File: config.mk
export PLATFORM = sky130hd
export DESIGN_NAME = bycg_fsm
export DESIGN_NICKNAME = d
export VERILOG_FILES = /design/src/sv/bycg_pkg.sv /design/src/sv/bycg_fsm.sv
export SDC_FILE = /design/constraint.sdc
export NUM_CORES = 1
export LEC_CHECK = 0
export CAP_MARGIN = 20
export CORE_ASPECT_RATIO = 0.8
export CORE_MARGIN = 8
export CORE_UTILIZATION = 30
export DETAILED_ROUTE_END_ITERATION = 16
export DONT_BUFFER_PORTS = 1
export REMOVE_ABC_BUFFERS = 1
export SYNTH_ARGS = -nofsm -noshare
export SYNTH_HDL_FRONTEND = slang
export SYNTH_SLANG_ARGS = --single-unit
export TNS_END_PERCENT = 1
File: constraint.sdc
create_clock -name clk -period 1.5 [get_ports clk]
set_input_delay 0.3 -clock clk [delete_from_list [all_inputs] [get_ports clk]]
set_output_delay 0.3 -clock clk [all_outputs]
set_load 0.1 [all_outputs]
File: src/sv/bycg_pkg.sv
package bycg_pkg;

  // Field widths
  localparam int Q_W     = 32;   // control point / waypoint, Q16.16
  localparam int WGT_W   = 8;    // weight registers
  localparam int PNUM_W  = 10;   // point_number field
  localparam int RES_W   = 64;   // result_value field
  localparam int GW_W    = 48;   // gradient window entries, Q.16
  localparam int COST_W  = 63;   // cost accumulator (never negative)
  localparam int CFG_IDX_W = 1;

  // Datapath widths
  localparam int RMAG_W  = 35;   // |jerk residual|
  localparam int Z6_W    = 35;   // (|x|+3)/2, input of the divide by three
  localparam int EMAG_W  = 34;   // |waypoint error|
  localparam int WE_W    = 42;   // waypoint_weight * |error|
  localparam int DQ_W    = 42;   // round(we/3)

  // Shared multiply-accumulate unit: MAC_AW x MAC_DW per cycle, two digits
  localparam int MAC_AW  = 44;
  localparam int MAC_DW  = 22;
  localparam int ACC_W   = MAC_AW + 2 * MAC_DW;

  // Squares are scaled down by 2^16, rounded half up
  localparam int SQ_SHIFT = 16;
  localparam logic [ACC_W-1:0] SQ_RND = ACC_W'(1) << (SQ_SHIFT - 1);

  // floor(z/3) == (z * RECIP3) >> RECIP_SH for every z < 2^RECIP_SH
  localparam int RECIP_SH = 45;
  localparam logic [MAC_AW-1:0] RECIP3 = 44'hAAAAAAAAAAB;

  // Configuration register indexes
  localparam logic [CFG_IDX_W-1:0] CFG_JERK_WEIGHT     = 1'b0;
  localparam logic [CFG_IDX_W-1:0] CFG_WAYPOINT_WEIGHT = 1'b1;

  // Result kinds
  localparam logic KIND_GRAD = 1'b0;
  localparam logic KIND_COST = 1'b1;

  typedef struct packed {
    logic signed [Q_W-1:0] point_value;
    logic signed [Q_W-1:0] waypoint;
    logic                  last_point;
  } in_t;

  typedef struct packed {
    logic                    kind;
    logic [PNUM_W-1:0]       point_number;
    logic signed [RES_W-1:0] result_value;
    logic                    final_res;
  } out_t;

  typedef enum logic [3:0] {
    ST_IDLE,
    ST_PREP,
    ST_J_WT,
    ST_J_SQ,
    ST_J_ACC,
    ST_W_WT,
    ST_W_SQ,
    ST_W_ACC,
    ST_W_GRAD,
    ST_EMIT_G,
    ST_EMIT_C,
    ST_SHIFT
  } fsm_state_t;

  typedef enum logic [2:0] {
    OP_JW,     // jerk_weight * |r|
    OP_JSQ,    // (jw*|r|) * |r|
    OP_DIV6,   // z6 * RECIP3
    OP_WW,     // waypoint_weight * |e|
    OP_WSQ,    // (ww*|e|) * |e|
    OP_DIV3    // (ww*|e| + 1) * RECIP3
  } op_sel_t;

  typedef struct packed {
    logic start;
    logic rnd;
  } mac_req_t;

  typedef struct packed {
    logic in_valid;
    logic mac_busy;
    logic out_free;
    logic p_ge3;
    logic p_ge4;
    logic p_ge6;
    logic last;
  } fsm_stat_t;

  typedef struct packed {
    logic    idle;
    logic    accept;
    logic    prep;
    logic    mac_start;
    logic    mac_rnd;
    op_sel_t op_sel;
    logic    jgrad;
    logic    cost_add;
    logic    e_load;
    logic    we_load;
    logic    wgrad;
    logic    emit_grad;
    logic    emit_cost;
    logic    advance;
  } fsm_ctrl_t;

endpackage

File: src/sv/bycg_fsm.sv
module bycg_fsm (
  input  logic                 clk,
  input  logic                 rst_n,
  input  bycg_pkg::fsm_stat_t  stat,
  output bycg_pkg::fsm_ctrl_t  ctrl
);
  import bycg_pkg::*;

  fsm_state_t state_r, state_nxt;

  always_comb begin
    state_nxt = state_r;
    case (state_r)
      ST_IDLE:   if (stat.in_valid) state_nxt = ST_PREP;
      ST_PREP:   state_nxt = stat.p_ge3 ? ST_J_WT : ST_EMIT_G;
      ST_J_WT:   state_nxt = ST_J_SQ;
      ST_J_SQ:   if (!stat.mac_busy) state_nxt = ST_J_ACC;
      ST_J_ACC:  if (!stat.mac_busy) state_nxt = stat.p_ge4 ? ST_W_WT : ST_EMIT_G;
      ST_W_WT:   if (!stat.mac_busy) state_nxt = ST_W_SQ;
      ST_W_SQ:   if (!stat.mac_busy) state_nxt = ST_W_ACC;
      ST_W_ACC:  if (!stat.mac_busy) state_nxt = ST_W_GRAD;
      ST_W_GRAD: if (!stat.mac_busy) state_nxt = ST_EMIT_G;
      ST_EMIT_G: begin
        if (!stat.p_ge6 || stat.out_free) begin
          state_nxt = stat.last ? ST_EMIT_C : ST_SHIFT;
        end
      end
      ST_EMIT_C: if (stat.out_free) state_nxt = ST_IDLE;
      ST_SHIFT:  state_nxt = ST_IDLE;
      default:   state_nxt = ST_IDLE;
    endcase
  end

  always_comb begin
    ctrl        = '0;
    ctrl.op_sel = OP_JW;
    case (state_r)
      ST_IDLE: begin
        ctrl.idle   = 1'b1;
        ctrl.accept = stat.in_valid;
      end
      ST_PREP: ctrl.prep = 1'b1;
      ST_J_WT: begin
        ctrl.mac_start = 1'b1;
        ctrl.op_sel    = OP_JW;
      end
      ST_J_SQ: begin
        if (!stat.mac_busy) begin
          ctrl.jgrad     = 1'b1;
          ctrl.mac_start = 1'b1;
          ctrl.mac_rnd   = 1'b1;
          ctrl.op_sel    = OP_JSQ;
        end
      end
      ST_J_ACC: begin
        if (!stat.mac_busy) begin
          ctrl.cost_add  = 1'b1;
          ctrl.mac_start = stat.p_ge4;
          ctrl.op_sel    = OP_DIV6;
        end
      end
      ST_W_WT: begin
        if (!stat.mac_busy) begin
          ctrl.e_load    = 1'b1;
          ctrl.mac_start = 1'b1;
          ctrl.op_sel    = OP_WW;
        end
      end
      ST_W_SQ: begin
        if (!stat.mac_busy) begin
          ctrl.we_load   = 1'b1;
          ctrl.mac_start = 1'b1;
          ctrl.mac_rnd   = 1'b1;
          ctrl.op_sel    = OP_WSQ;
        end
      end
      ST_W_ACC: begin
        if (!stat.mac_busy) begin
          ctrl.cost_add  = 1'b1;
          ctrl.mac_start = 1'b1;
          ctrl.op_sel    = OP_DIV3;
        end
      end
      ST_W_GRAD: ctrl.wgrad = !stat.mac_busy;
      ST_EMIT_G: ctrl.emit_grad = stat.p_ge6 && stat.out_free;
      ST_EMIT_C: ctrl.emit_cost = stat.out_free;
      ST_SHIFT:  ctrl.advance = 1'b1;
      default: ;
    endcase
  end

  always_ff @(posedge clk) begin
    if (!rst_n) begin
      state_r <= ST_IDLE;
    end else begin
      state_r <= state_nxt;
    end
  end

endmodule

==> impl_metrics.ini <==
[timing]
skew_ps = 14.8
max_freq_ghz = 0.563
timing.final.ws_setup_ps = -276
worst_slew_pin_slew_ps = 361
min_period_ps = 1780
slew_violations = 0
setup_viol = 20
fin_crit_sh = 1.18
rsz0062_at_grt = yes
final.setup.tns_ps = -3560
fin_worst_hold_slack_ps = 182
relSlewSlack = 0.753
hold_viol_final = 0

[run_status]
violations = negative setup slack
outcome = complete, but fails checks

[global_route]
grt_pass1_vias = 686
use_met1 = 0.131
grt.total_usage = 0.128
globalRouteOverflowTotal = 0
grt_pass1_wl_um = 3330
grt_start_max_net_pins = 16
antenna_found_initial = 0
grt.busiest_layer = met2
grt_use_met2 = 0.225
use_met3 = 0.0442

[critical_path]
crit_required_ps = 1200
critical_path_class = reg -> out
cp_slowest_cell = or3_4
cpLargestDelayFamily = simple AND/OR/NAND/NOR gates
startpoint_type = register
crit_chain = or3_4, nor2_4, and2_4, buf_12
path_buf_inv = 1
crit_arrival_ps = 1480
crit_fanout = 4
worstSetupEndpointType = output pin
cpPeakStageDelay_ps = 430

[route]
wl_per_cell_um = 17.0
via_per_inst = 5.55
ant_nets = 0
first_pass_iters = 4
drtIter0Drc = 23
via_count = 683
remaining_drc_errors = 0
wl_um = 2090

[final_layout]
area_growth_pct = 123
nFillCells = 102
antenna_cells = 0
nNetsFinal = 112
seq_area_um2 = 92.6
utilization = 0.709
largest_register_ffs = 4
layout-drive-gt1-share = 0.614
top_regs = state_r: 4 flops
multi_input_area_um2 = 489
top_register = state_r

[synth]
yosysTopAreaCell = dfxtp_1
ys_async_sr_fraction = 0
ys.flop_type = dfxtp_1
ys_seq_area_frac = 0.156
synth_top_area_share = 0.156
synth_area_per_cell_um2 = 7.11
syn_area_um2 = 512
synth_area_leaders = dfxtp_1 (16%), nor2_1 (7.3%), o32ai_4 (5.4%), nand2_1 (4.4%), o21ai_0 (3.9%)
yosysWarnings = 0
yosysMostFrequentCell = nor2_1
synth_edf_count = 0
synthesis.instances = 72
synth_seq_cells = 4
synth_cell_types = 36
yosys-top-cells-count = nor2_1 (10), nand2_1 (6), dfxtp_1 (4), o21ai_0 (4)

[die]
die_width_um = 62.2
start_util = 0.318
io_pins = 25
dieArea_um2 = 3290
fp.coreArea_um2 = 1610
die_h_um = 52.9
row_count = 13

[clocking]
root_buffer = clkbuf_4
cts_tree = done
cts.path.max_buffers = 2
insertion_delay_ps = 250
clkTransAtPathRegs_ps = 30
ctsHoldBuffers = 0
cts_num_sinks = 4
cts_buffers = 3
ctsHtreeMaxLevel = 1

[power_and_ir_drop]
cellLeakagePower_uw = 0.000439
irDropWorstVdd_v = 0.00223
p_per_area_nw_per_um2 = 2280

[placed_design]
gp_congestion = 0.895
preCtsSetupSlack_ps = -137
io_buffers = 0
hpwl_um = 1540

[hold_path]
hold_path.class = in -> reg

[run]
cap_violations = 0
==> routing by layer <==
layer  wire, um  up-vias
met4         52        0
li1           -      319
met1        846      324
met5          0        -
met2       1000       33
met3        180        7
==> metrics by stage <==
step	instances	instance area (um^2)	total power, uW
detailed placement	118	992	2110
global placement	118	992	2080
CTS	123	1100	2460
floorplan	65	474	1250
global route	123	1140	2710
finish	123	1140	2600
==> path summary, 6_finish.rpt <==
kind / from / end / slack [ps] / cells after the start
min: rst_n / state_r[1] / 180 / 1
min reg2reg: state_r[0] / state_r[0] / 690 / 3
max reg2reg: state_r[1] / state_r[3] / -270 / 5
max: state_r[1] / ctrl[14] / -280 / 4
==> worst reg2reg max path, delay by kind of cell (launching register included) <==
kind | cells | cell delay (ps)
AOI/OAI and AO/OA | 3 | 750
and+or+nand+nor | 1 | 430
DFF | 1 | 350
buffers and inverters | 1 | 140
==> report_power, final <==
group          total, uW  switching [uW]  internal (uW)
Combinational       2210            1280            927
Sequential           253            83.7            169
Clock                145            55.2           90.2
Total               2600            1420           1190
==> cells by family (layout without fill, tap and decap cells) <==
| group | count (synthesis) | count (layout) | share of synthesized area |
|---|---|---|---|
| simple gates | 39 | 39 | 0.425 |
| flops | 4 | 4 | 0.156 |
| buf+inv | 9 | 38 | 0.0880 |
| compound gates | 20 | 20 | 0.330 |
==> timing repair <==
item | 4_1_cts | 5_1_grt
pin swaps | 5 | 3
endpoints found under the setup margin | 20 | 20
resized for setup | 21 | 8
buffers inserted | 2 | 0
==> cells in the final DEF, fill, tap and decap left out, types with 2 or more instances in the layout <==
cell,count
buf_16,3
nand2b_1,2
nand3b_1,2
nor2_1,2
nor4_2,2
buf_4,11
a21boi_1,2
clkbuf_16,2
o21ai_0,3
nor3b_1,2
buf_6,6
inv_1,2
nand2_1,5
nor2_4,2
dfxtp_4,3
nor2b_1,2
a21oi_2,2
nor2_2,6
clkbuf_4,3
a21oi_1,2
o21ai_1,2
buf_12,11
==> area by class of cell <==
type / instances / share of cell area
clock buffers: 3 / 0.0197
multi-input cells: 59 / 0.428
inverters: 2 / 0.00657
repair buffers: 33 / 0.440
well taps: 22 / 0.0241
flip-flops and latches: 4 / 0.0811
(Power assumes the default switching activity.)
